$ cat src/design/dpr_pkg.sv
package dpr_pkg;

   localparam int MAX_PAYLOAD_DEFAULT  = 512;
   localparam int READ_CAP_DEFAULT     = 128;
   localparam int ADDRESS_BITS_DEFAULT = 64;

   localparam logic [7:0] CHAR_START  = 8'h24;
   localparam logic [7:0] CHAR_END    = 8'h23;
   localparam logic [7:0] CHAR_ACK    = 8'h2b;
   localparam logic [7:0] CHAR_NAK    = 8'h2d;
   localparam logic [7:0] CHAR_COMMA  = 8'h2c;
   localparam logic [7:0] CHAR_NUL    = 8'h00;
   localparam logic [7:0] CHAR_MEMORY = 8'h6d;
   localparam logic [7:0] CHAR_CONT   = 8'h63;
   localparam logic [7:0] CHAR_DETACH = 8'h44;
   localparam logic [7:0] CHAR_KILL   = 8'h6b;

   localparam logic [7:0] BAD_NIBBLE  = 8'hff;
   localparam logic [7:0] HEX_TEN     = 8'h0a;

   typedef enum logic [1:0] {
      TX_NONE = 2'd0,
      TX_ACK  = 2'd1,
      TX_NAK  = 2'd2
   } tx_code_type;

   typedef enum logic [2:0] {
      PH_HUNT    = 3'd0,
      PH_PAYLOAD = 3'd1,
      PH_DIGIT1  = 3'd2,
      PH_DIGIT2  = 3'd3,
      PH_WAITACK = 3'd4,
      PH_ENDED   = 3'd5
   } phase_type;

   typedef struct packed {
      logic [1:0]  tx_code;
      logic        resend_request;
      logic        packet_ok;
      logic [7:0]  command_letter;
      logic [8:0]  payload_length;
      logic [63:0] read_address;
      logic [7:0]  read_length;
      logic        session_end;
   } result_type;

   function automatic logic [7:0] hex_value(input logic [7:0] b);
      logic [7:0] v;
      if (b >= 8'h30 && b <= 8'h39) begin
         v = b - 8'h30;
      end else if (b >= 8'h41 && b <= 8'h46) begin
         v = HEX_TEN + (b - 8'h41);
      end else if (b >= 8'h61 && b <= 8'h66) begin
         v = HEX_TEN + (b - 8'h61);
      end else begin
         v = BAD_NIBBLE;
      end
      return v;
   endfunction

endpackage

$ cat src/design/dpr_channels.sv
interface dpr_req_if;
   logic       valid;
   logic       ready;
   logic [7:0] rx_byte;

   modport source (output valid, output rx_byte, input ready);
   modport sink (input valid, input rx_byte, output ready);
endinterface

interface dpr_rsp_if;
   logic        valid;
   logic        ready;
   logic [1:0]  tx_code;
   logic        resend_request;
   logic        packet_ok;
   logic [7:0]  command_letter;
   logic [8:0]  payload_length;
   logic [63:0] read_address;
   logic [7:0]  read_length;
   logic        session_end;

   modport source (output valid, output tx_code, output resend_request, output packet_ok,
                   output command_letter, output payload_length, output read_address,
                   output read_length, output session_end, input ready);
   modport sink (input valid, input tx_code, input resend_request, input packet_ok,
                 input command_letter, input payload_length, input read_address,
                 input read_length, input session_end, output ready);
endinterface

$ cat src/design/dpr_core.sv
module dpr_core #(
   parameter int MAX_PAYLOAD  = dpr_pkg::MAX_PAYLOAD_DEFAULT,
   parameter int READ_CAP     = dpr_pkg::READ_CAP_DEFAULT,
   parameter int ADDRESS_BITS = dpr_pkg::ADDRESS_BITS_DEFAULT
) (
   input  logic                 clock,
   input  logic                 reset,
   input  logic                 fire,
   input  logic [7:0]           rx_byte,
   output dpr_pkg::result_type  result
);

   localparam int CNT_W = $clog2(MAX_PAYLOAD);
   localparam logic [CNT_W-1:0] CNT_LAST = CNT_W'(MAX_PAYLOAD - 1);
   localparam logic [CNT_W-1:0] CNT_ONE  = CNT_W'(1);
   localparam logic [63:0] CAP = 64'(READ_CAP);

   dpr_pkg::phase_type phase_ff, phase_in;
   logic [7:0]              running_sum_ff, running_sum_in;
   logic [11:0]             received_sum_ff, received_sum_in;
   logic [CNT_W-1:0]        byte_count_ff, byte_count_in;
   logic [CNT_W-1:0]        text_length_ff, text_length_in;
   logic [7:0]              first_byte_ff, first_byte_in;
   logic                    string_ended_ff, string_ended_in;
   logic                    past_comma_ff, past_comma_in;
   logic [ADDRESS_BITS-1:0] address_accum_ff, address_accum_in;
   logic [63:0]             length_accum_ff, length_accum_in;
   logic                    overflowed_ff, overflowed_in;

   logic [7:0]  nibble;
   logic [12:0] got_sum;
   logic        sum_good;
   logic        ends_session;

   assign nibble       = dpr_pkg::hex_value(rx_byte);
   assign got_sum      = {1'b0, received_sum_ff} + {5'd0, nibble};
   assign sum_good     = !overflowed_ff && (got_sum == {5'd0, running_sum_ff});
   assign ends_session = (first_byte_ff == dpr_pkg::CHAR_CONT)
                      || (first_byte_ff == dpr_pkg::CHAR_DETACH)
                      || (first_byte_ff == dpr_pkg::CHAR_KILL);

   always_comb begin
      phase_in = phase_ff;
      case (phase_ff)
         dpr_pkg::PH_HUNT: begin
            if (rx_byte == dpr_pkg::CHAR_START) phase_in = dpr_pkg::PH_PAYLOAD;
         end
         dpr_pkg::PH_PAYLOAD: begin
            if (rx_byte == dpr_pkg::CHAR_END) phase_in = dpr_pkg::PH_DIGIT1;
         end
         dpr_pkg::PH_DIGIT1: phase_in = dpr_pkg::PH_DIGIT2;
         dpr_pkg::PH_DIGIT2: begin
            if (!sum_good) phase_in = dpr_pkg::PH_HUNT;
            else if (ends_session) phase_in = dpr_pkg::PH_ENDED;
            else phase_in = dpr_pkg::PH_WAITACK;
         end
         dpr_pkg::PH_WAITACK: begin
            if (rx_byte != dpr_pkg::CHAR_NAK) phase_in = dpr_pkg::PH_HUNT;
         end
         default: phase_in = dpr_pkg::PH_ENDED;
      endcase
   end

   always_comb begin
      running_sum_in   = running_sum_ff;
      received_sum_in  = received_sum_ff;
      byte_count_in    = byte_count_ff;
      text_length_in   = text_length_ff;
      first_byte_in    = first_byte_ff;
      string_ended_in  = string_ended_ff;
      past_comma_in    = past_comma_ff;
      address_accum_in = address_accum_ff;
      length_accum_in  = length_accum_ff;
      overflowed_in    = overflowed_ff;
      result           = '0;
      case (phase_ff)
         dpr_pkg::PH_HUNT: begin
            if (rx_byte == dpr_pkg::CHAR_START) begin
               running_sum_in   = '0;
               received_sum_in  = '0;
               byte_count_in    = '0;
               text_length_in   = '0;
               first_byte_in    = '0;
               string_ended_in  = 1'b0;
               past_comma_in    = 1'b0;
               address_accum_in = '0;
               length_accum_in  = '0;
               overflowed_in    = 1'b0;
            end
         end
         dpr_pkg::PH_PAYLOAD: begin
            if (rx_byte != dpr_pkg::CHAR_END) begin
               if (byte_count_ff >= CNT_LAST) begin
                  overflowed_in = 1'b1;
               end else begin
                  if (byte_count_ff == '0) first_byte_in = rx_byte;
                  if (!string_ended_ff) begin
                     if (rx_byte == dpr_pkg::CHAR_NUL) begin
                        string_ended_in = 1'b1;
                     end else begin
                        running_sum_in = running_sum_ff + rx_byte;
                        text_length_in = text_length_ff + CNT_ONE;
                        if (byte_count_ff != '0) begin
                           if (!past_comma_ff && rx_byte == dpr_pkg::CHAR_COMMA) begin
                              past_comma_in = 1'b1;
                           end else if (!past_comma_ff) begin
                              address_accum_in = (address_accum_ff << 4)
                                               + ADDRESS_BITS'(nibble);
                           end else begin
                              length_accum_in = (length_accum_ff << 4) + 64'(nibble);
                           end
                        end
                     end
                  end
                  byte_count_in = byte_count_ff + CNT_ONE;
               end
            end
         end
         dpr_pkg::PH_DIGIT1: begin
            received_sum_in = {nibble, 4'd0};
         end
         dpr_pkg::PH_DIGIT2: begin
            if (!sum_good) begin
               result.tx_code = dpr_pkg::TX_NAK;
            end else begin
               result.tx_code        = dpr_pkg::TX_ACK;
               result.packet_ok      = 1'b1;
               result.command_letter = first_byte_ff;
               result.payload_length = 9'(text_length_ff);
               result.session_end    = ends_session;
               if (first_byte_ff == dpr_pkg::CHAR_MEMORY) begin
                  result.read_address = 64'(address_accum_ff);
                  result.read_length  = (length_accum_ff > CAP) ? 8'(CAP)
                                                                : 8'(length_accum_ff);
               end
            end
         end
         dpr_pkg::PH_WAITACK: begin
            if (rx_byte == dpr_pkg::CHAR_NAK) begin
               result.resend_request = 1'b1;
            end else if (rx_byte != dpr_pkg::CHAR_ACK) begin
               result.tx_code = dpr_pkg::TX_NAK;
            end
         end
         default: begin
         end
      endcase
   end

   always_ff @(posedge clock) begin
      if (reset) begin
         phase_ff         <= dpr_pkg::PH_HUNT;
         running_sum_ff   <= '0;
         received_sum_ff  <= '0;
         byte_count_ff    <= '0;
         text_length_ff   <= '0;
         first_byte_ff    <= '0;
         string_ended_ff  <= 1'b0;
         past_comma_ff    <= 1'b0;
         address_accum_ff <= '0;
         length_accum_ff  <= '0;
         overflowed_ff    <= 1'b0;
      end else if (fire) begin
         phase_ff         <= phase_in;
         running_sum_ff   <= running_sum_in;
         received_sum_ff  <= received_sum_in;
         byte_count_ff    <= byte_count_in;
         text_length_ff   <= text_length_in;
         first_byte_ff    <= first_byte_in;
         string_ended_ff  <= string_ended_in;
         past_comma_ff    <= past_comma_in;
         address_accum_ff <= address_accum_in;
         length_accum_ff  <= length_accum_in;
         overflowed_ff    <= overflowed_in;
      end
   end

endmodule

$ cat src/design/debug_packet_receiver_unit.sv
// Channel   Direction  Payload
// req_bus   in         rx_byte
// rsp_bus   out        tx_code, resend_request, packet_ok, command_letter,
//                      payload_length, read_address, read_length, session_end
//
// Every byte yields exactly one result transaction once it has passed through the
// input register and the result register. One byte per cycle is sustained while
// results are taken; the packet state updates between those registers.
// Reset is synchronous and returns the receiver to hunting for a start byte.
// A stalled result holds the pipeline; the input register still takes a byte
// whenever it is empty.
module debug_packet_receiver_unit #(
   parameter int MAX_PAYLOAD  = dpr_pkg::MAX_PAYLOAD_DEFAULT,
   parameter int READ_CAP     = dpr_pkg::READ_CAP_DEFAULT,
   parameter int ADDRESS_BITS = dpr_pkg::ADDRESS_BITS_DEFAULT
) (
   input  logic     clock,
   input  logic     reset,
   dpr_req_if.sink   req_bus,
   dpr_rsp_if.source rsp_bus
);

   logic                in_valid_ff, in_valid_in;
   logic [7:0]          in_byte_ff;
   logic                out_valid_ff, out_valid_in;
   dpr_pkg::result_type out_data_ff;
   dpr_pkg::result_type result;
   logic                advance;

   assign advance       = in_valid_ff && (!out_valid_ff || rsp_bus.ready);
   assign req_bus.ready = !in_valid_ff || advance;
   assign in_valid_in   = req_bus.valid || (in_valid_ff && !advance);
   assign out_valid_in  = advance || (out_valid_ff && !rsp_bus.ready);

   dpr_core #(
      .MAX_PAYLOAD  (MAX_PAYLOAD),
      .READ_CAP     (READ_CAP),
      .ADDRESS_BITS (ADDRESS_BITS)
   ) core (
      .clock   (clock),
      .reset   (reset),
      .fire    (advance),
      .rx_byte (in_byte_ff),
      .result  (result)
   );

   always_ff @(posedge clock) begin
      if (reset) begin
         in_valid_ff  <= 1'b0;
         out_valid_ff <= 1'b0;
      end else begin
         in_valid_ff  <= in_valid_in;
         out_valid_ff <= out_valid_in;
      end
   end

   always_ff @(posedge clock) begin
      if (req_bus.valid && req_bus.ready) in_byte_ff <= req_bus.rx_byte;
      if (advance) out_data_ff <= result;
   end

   assign rsp_bus.valid          = out_valid_ff;
   assign rsp_bus.tx_code        = out_data_ff.tx_code;
   assign rsp_bus.resend_request = out_data_ff.resend_request;
   assign rsp_bus.packet_ok      = out_data_ff.packet_ok;
   assign rsp_bus.command_letter = out_data_ff.command_letter;
   assign rsp_bus.payload_length = out_data_ff.payload_length;
   assign rsp_bus.read_address   = out_data_ff.read_address;
   assign rsp_bus.read_length    = out_data_ff.read_length;
   assign rsp_bus.session_end    = out_data_ff.session_end;

endmodule

$ cat src/flat_wrapper.sv
// flat-port wrapper written by rule: the top's interface ports become plain ports
module debug_packet_receiver_unit_flat 
#(
   parameter int MAX_PAYLOAD  = dpr_pkg::MAX_PAYLOAD_DEFAULT,
   parameter int READ_CAP     = dpr_pkg::READ_CAP_DEFAULT,
   parameter int ADDRESS_BITS = dpr_pkg::ADDRESS_BITS_DEFAULT
)
  (clock, reset, req_bus_valid, req_bus_rx_byte, req_bus_ready, rsp_bus_valid, rsp_bus_tx_code, rsp_bus_resend_request, rsp_bus_packet_ok, rsp_bus_command_letter, rsp_bus_payload_length, rsp_bus_read_address, rsp_bus_read_length, rsp_bus_session_end, rsp_bus_ready);
  dpr_req_if req_bus_i ();
  dpr_rsp_if rsp_bus_i ();
  input  logic clock;
  input  logic reset;
  input wire logic [$bits(req_bus_i.valid)-1:0] req_bus_valid;
  input wire logic [$bits(req_bus_i.rx_byte)-1:0] req_bus_rx_byte;
  output wire logic [$bits(req_bus_i.ready)-1:0] req_bus_ready;
  output wire logic [$bits(rsp_bus_i.valid)-1:0] rsp_bus_valid;
  output wire logic [$bits(rsp_bus_i.tx_code)-1:0] rsp_bus_tx_code;
  output wire logic [$bits(rsp_bus_i.resend_request)-1:0] rsp_bus_resend_request;
  output wire logic [$bits(rsp_bus_i.packet_ok)-1:0] rsp_bus_packet_ok;
  output wire logic [$bits(rsp_bus_i.command_letter)-1:0] rsp_bus_command_letter;
  output wire logic [$bits(rsp_bus_i.payload_length)-1:0] rsp_bus_payload_length;
  output wire logic [$bits(rsp_bus_i.read_address)-1:0] rsp_bus_read_address;
  output wire logic [$bits(rsp_bus_i.read_length)-1:0] rsp_bus_read_length;
  output wire logic [$bits(rsp_bus_i.session_end)-1:0] rsp_bus_session_end;
  input wire logic [$bits(rsp_bus_i.ready)-1:0] rsp_bus_ready;
  assign req_bus_i.valid = req_bus_valid;
  assign req_bus_i.rx_byte = req_bus_rx_byte;
  assign req_bus_ready = req_bus_i.ready;
  assign rsp_bus_valid = rsp_bus_i.valid;
  assign rsp_bus_tx_code = rsp_bus_i.tx_code;
  assign rsp_bus_resend_request = rsp_bus_i.resend_request;
  assign rsp_bus_packet_ok = rsp_bus_i.packet_ok;
  assign rsp_bus_command_letter = rsp_bus_i.command_letter;
  assign rsp_bus_payload_length = rsp_bus_i.payload_length;
  assign rsp_bus_read_address = rsp_bus_i.read_address;
  assign rsp_bus_read_length = rsp_bus_i.read_length;
  assign rsp_bus_session_end = rsp_bus_i.session_end;
  assign rsp_bus_i.ready = rsp_bus_ready;
  debug_packet_receiver_unit #(.MAX_PAYLOAD(MAX_PAYLOAD), .READ_CAP(READ_CAP), .ADDRESS_BITS(ADDRESS_BITS)) u_core (.clock(clock), .reset(reset), .req_bus(req_bus_i), .rsp_bus(rsp_bus_i));
endmodule
$ cat config.mk
export PLATFORM = sky130hd
export DESIGN_NAME = debug_packet_receiver_unit_flat
export DESIGN_NICKNAME = d
export VERILOG_FILES = /design/src/design/dpr_pkg.sv /design/src/design/dpr_channels.sv /design/src/design/dpr_core.sv /design/src/design/debug_packet_receiver_unit.sv /design/src/flat_wrapper.sv
export SDC_FILE = /design/constraint.sdc
export NUM_CORES = 1
export LEC_CHECK = 0
export BUFFER_PORTS_ARGS = -buffer_cell sky130_fd_sc_hd__buf_2
export CAP_MARGIN = 5
export CORE_MARGIN = 2
export CORE_UTILIZATION = 45
export DETAILED_ROUTE_END_ITERATION = 10
export PLACE_DENSITY = 0.59
export SETUP_SLACK_MARGIN = 0.1
export SLEW_MARGIN = 20
export SYNTH_ARGS = -nofsm -noshare
export SYNTH_HDL_FRONTEND = slang
export SYNTH_HIERARCHICAL = 1
export SYNTH_SLANG_ARGS = --single-unit
$ cat constraint.sdc
create_clock -name clock -period 5 [get_ports clock]
set_clock_uncertainty 0.05 [all_clocks]
set_input_delay 0.5 -clock clock [delete_from_list [all_inputs] [get_ports clock]]
set_output_delay 0.5 -clock clock [all_outputs]
set_load 0.01 [all_outputs]
==> metrics.cfg <==
[critical_path]
reg2reg_from=u_core/in_byte_ff[0]$_DFFE_PP_
slowest_stage=edfxtp_1
reg2reg_to=u_core/rsp_bus.read_address[54]$_DFFE_PP_
ff2ff_setup_slack_ns=0.37
end_kind=register
worstPathArrival_ns=5.02
crit_path_frequent_cell=ha_1
startpoint_type=register
cp_top_family=simple AND/OR/NAND/NOR gates
crit_path_cell_trace=ha_1 -> or3b_1 -> o221a_2 -> nand2_2 -> a21boi_0 -> o21ai_1 -> and2_2 -> ha_1 -> inv_1 -> fa_1 -> nor4bb_1 -> nand4_1 -> o41ai_1 -> o211a_1 -> o311ai_4 -> nor3_4 -> clkbuf_16 -> and2_1
required_ns=5.39
crit_type=register to register
crit_fanout=30
critical-path-max-stage-delay_ns=0.46
reg2regPathDepth=18
path_buf_inv=2

[detailed_routing]
drt_iter0_markers=888
wl_per_cell_um=17.02
drtPass1Iterations=6
ant_nets=0
wl_mm=34.38
routed_via_density=5.576
drc_errors=0
via_count=11260

[clocking]
cts_buffer_depth=3
clock-root-buffer=clkbuf_16
clock_latency_ns=0.57
htree_levels=1
clk_pin_slew_worst_paths_ns=0.06
cts_sinks=280
cts_tree=done
cts_buffers=31

[power_and_ir_drop]
vdd_drop_max_uv=256.1
p_leak_uw=0.005852
power_uw=4885
power_density_nw_per_um2=300.9

[final_layout]
utilization_pct=51.71
syn2layout_area_growth_pct=13.79
fin_area_um2=16230
post_route_cells_drive_above_1_share_pct=14.96
nNetsFinal=1642
antennaDiodeCount=0
stdcell_count=2020

[global_routing]
grt-ovfl-total=0
grt_usage_pct=20.45
grt_max_degree=74
antenna_found_initial=0
grt_pass1_wl_mm=56.49
first_global_vias=10770

[worst_hold_path]
min_path_type=primary input to register
min_path_cells=1
min-delay-start=req_bus_rx_byte[6]
holdPathEnd=u_core/in_byte_ff[6]$_DFFE_PP_

[placement]
placed_area_um2=15160
post-dp-hpwl_mm=23.00
place_congestion=0.8488
place_inst=1960
port_buffers=107

[synthesis]
synthFlopType=dfxtp_1
synthCells=1502
synthTopCellsByArea=dfxtp_1, edfxtp_1, a22oi_1, nor2_1, xnor2_1
yosys_warnings=6
syn-mean-instance-area_um2=9.498
synth_area_um2=14270
synth-seq-cells=280
async_reset_ff_share_pct=0
synth_top_area_share_pct=24.98
synth_nets=1551
synth.distinct_cells=89
ys_seq_area_share_pct=46.45
synth_edf_count=102
synth_area_leader_cell=dfxtp_1

[sta]
finalHoldViolations=0
worst_slew_pin_slew_ns=1.029
setup_tns_ns=0
finalSetupViolations=0
final_max_slew_viol_count=0
period_minus_slack_ns=4.629
rsz0062_at_grt=no
maxClockFrequency_ghz=0.2160
period_share_pct=92.57
relSlewSlack_pct=31.40

[floorplan]
pin_count=108
placementRows=65
fp.coreArea_um2=31390
initial_core_util_pct=45.44
fp.dieW_um=182.1
dieArea_um2=33140
dieHeight_um=182.1

[run]
drv_cap=0

[outcome]
status=completed

worst max-delay path by stage:
stage | start | endpoint | depth (start not counted)
global route | u_core/in_byte_ff[0]$_DFFE_PP_ | u_core/rsp_bus.read_length[1]$_DFFE_PP_ | 19
global placement | u_core/in_byte_ff[0]$_DFFE_PP_ | u_core/rsp_bus.read_address[1]$_DFFE_PP_ | 17
floorplan | u_core/in_byte_ff[0]$_DFFE_PP_ | u_core/rsp_bus.read_address[18]$_DFFE_PP_ | 20
finish | u_core/in_byte_ff[0]$_DFFE_PP_ | u_core/rsp_bus.read_address[54]$_DFFE_PP_ | 18
detailed placement | u_core/in_byte_ff[0]$_DFFE_PP_ | u_core/rsp_bus.read_address[1]$_DFFE_PP_ | 17
CTS | u_core/in_byte_ff[0]$_DFFE_PP_ | u_core/rsp_bus.read_address[1]$_DFFE_PP_ | 17
worst reg2reg max path, cell delays in order, from the launching register on:
cell and delay (ns):
edfxtp_1 0.46, ha_1 0.30, or3b_1 0.38, o221a_2 0.27, nand2_2 0.14, a21boi_0 0.10, o21ai_1 0.16, and2_2 0.22
ha_1 0.20, inv_1 0.06, fa_1 0.42, nor4bb_1 0.30, nand4_1 0.12, o41ai_1 0.09, o211a_1 0.25, o311ai_4 0.16
nor3_4 0.36, clkbuf_16 0.29, and2_1 0.15
state kept, by name (all words and copies together), names as in the netlist, 9 cells and up:
name / cells
u_core/rsp_bus.payload_length: 9
u_core/core/byte_count_ff: 9
u_core/rsp_bus.read_address: 64
u_core/core/text_length_ff: 9
u_core/core/address_accum_ff: 64
u_core/core/length_accum_ff: 64
metrics by stage:
step,hold slack [ns],setup slack [ns]
2_1_floorplan,0.3706,0.7284
3_3_place_gp,0.3855,0.3929
3_5_place_dp,0.3867,0.06451
4_1_cts,0.03134,0.1473
5_1_grt,0.04282,0.1057
6_report,0.05925,0.3713
routing by layer:
metal / wire (um) / vias up / GRT usage [%]
met1: 16200 / 5366 / 28.53
met2: 15780 / 293 / 33.37
met5: 0 / - / 0
met3: 1653 / 52 / 3.173
li1: - / 5552 / -
met4: 744 / 0 / 5.097
cells by family after synthesis:
group	after synthesis	share of synthesized area, %
XOR/XNOR	137	8.463
AO/OA/AOI/OAI	251	12.35
AND/OR/NAND/NOR	648	24.61
buffers and inverters	147	4.534
multiplexers	2	0.1403
adder cells (fa/ha/maj)	37	3.456
flip-flops	280	46.45
final cells by class:
| type | count | area [um2] |
|---|---|---|
| Fill cell | 2945 | 15160 |
| Multi-Input combinational cell | 1075 | 7014 |
| Sequential cell | 280 | 6626 |
| Clock buffer | 39 | 867.1 |
| Timing Repair Buffer | 137 | 805.8 |
| Tap cell | 402 | 503.0 |
| Inverter | 68 | 255.2 |
| Clock inverter | 19 | 161.4 |
what timing repair did:
action / 4_1_cts / 5_1_grt
pin swaps: 0 / 2
cloned: 0 / 1
endpoints found under the setup margin: 1 / 96
hold buffers: 0 / 0
buffers inserted: 0 / 1
gates resized for setup: 1 / 3
cells in the final DEF, fill, tap and decap left out, types with 7 or more instances in the layout:
cell,netlist,routed
buf_2,19,106
a22oi_1,90,90
a21oi_1,44,44
or3_1,9,9
nor2_1,171,171
o21ai_0,20,19
ha_1,33,33
nand2_1,104,104
and2_1,74,73
nor3_2,11,12
buf_4,4,28
dfxtp_1,178,178
xnor2_1,73,73
edfxtp_1,102,102
o21ai_1,16,16
clkbuf_16,0,33
nor3_1,52,51
inv_1,68,68
clkinv_2,0,7
xor2_1,63,63
nand4_1,35,35
o22ai_1,17,17
nand2b_1,8,8
nor4_1,34,34
and3_1,24,24
nand3_1,74,74
a32oi_1,8,8
power breakdown:
| group | switching [uW] | internal [uW] |
|---|---|---|
| combinational | 128 | 62.8 |
| sequential | 15.9 | 2400 |
| clock | 946 | 1330 |
synthesized netlist by cell type (5+ instances only):
master	instances
nor2_1	171
clkbuf_2	9
nor3_2	11
ha_1	33
o21ai_1	16
and4_1	6
o21ai_0	20
inv_1	68
xor2_1	63
and3_1	24
xnor2_1	73
and2_1	74
a22oi_1	90
clkbuf_1	41
o22ai_1	17
buf_2	19
a21o_1	6
a32oi_1	8
buf_6	6
a2bb2oi_1	5
or3_1	9
nor3_1	52
a21oi_1	44
edfxtp_1	102
nand2b_1	8
nor4_1	34
dfxtp_1	178
nand3_1	74
nand2_1	104
nand4_1	35
(Power assumes the default switching activity.)
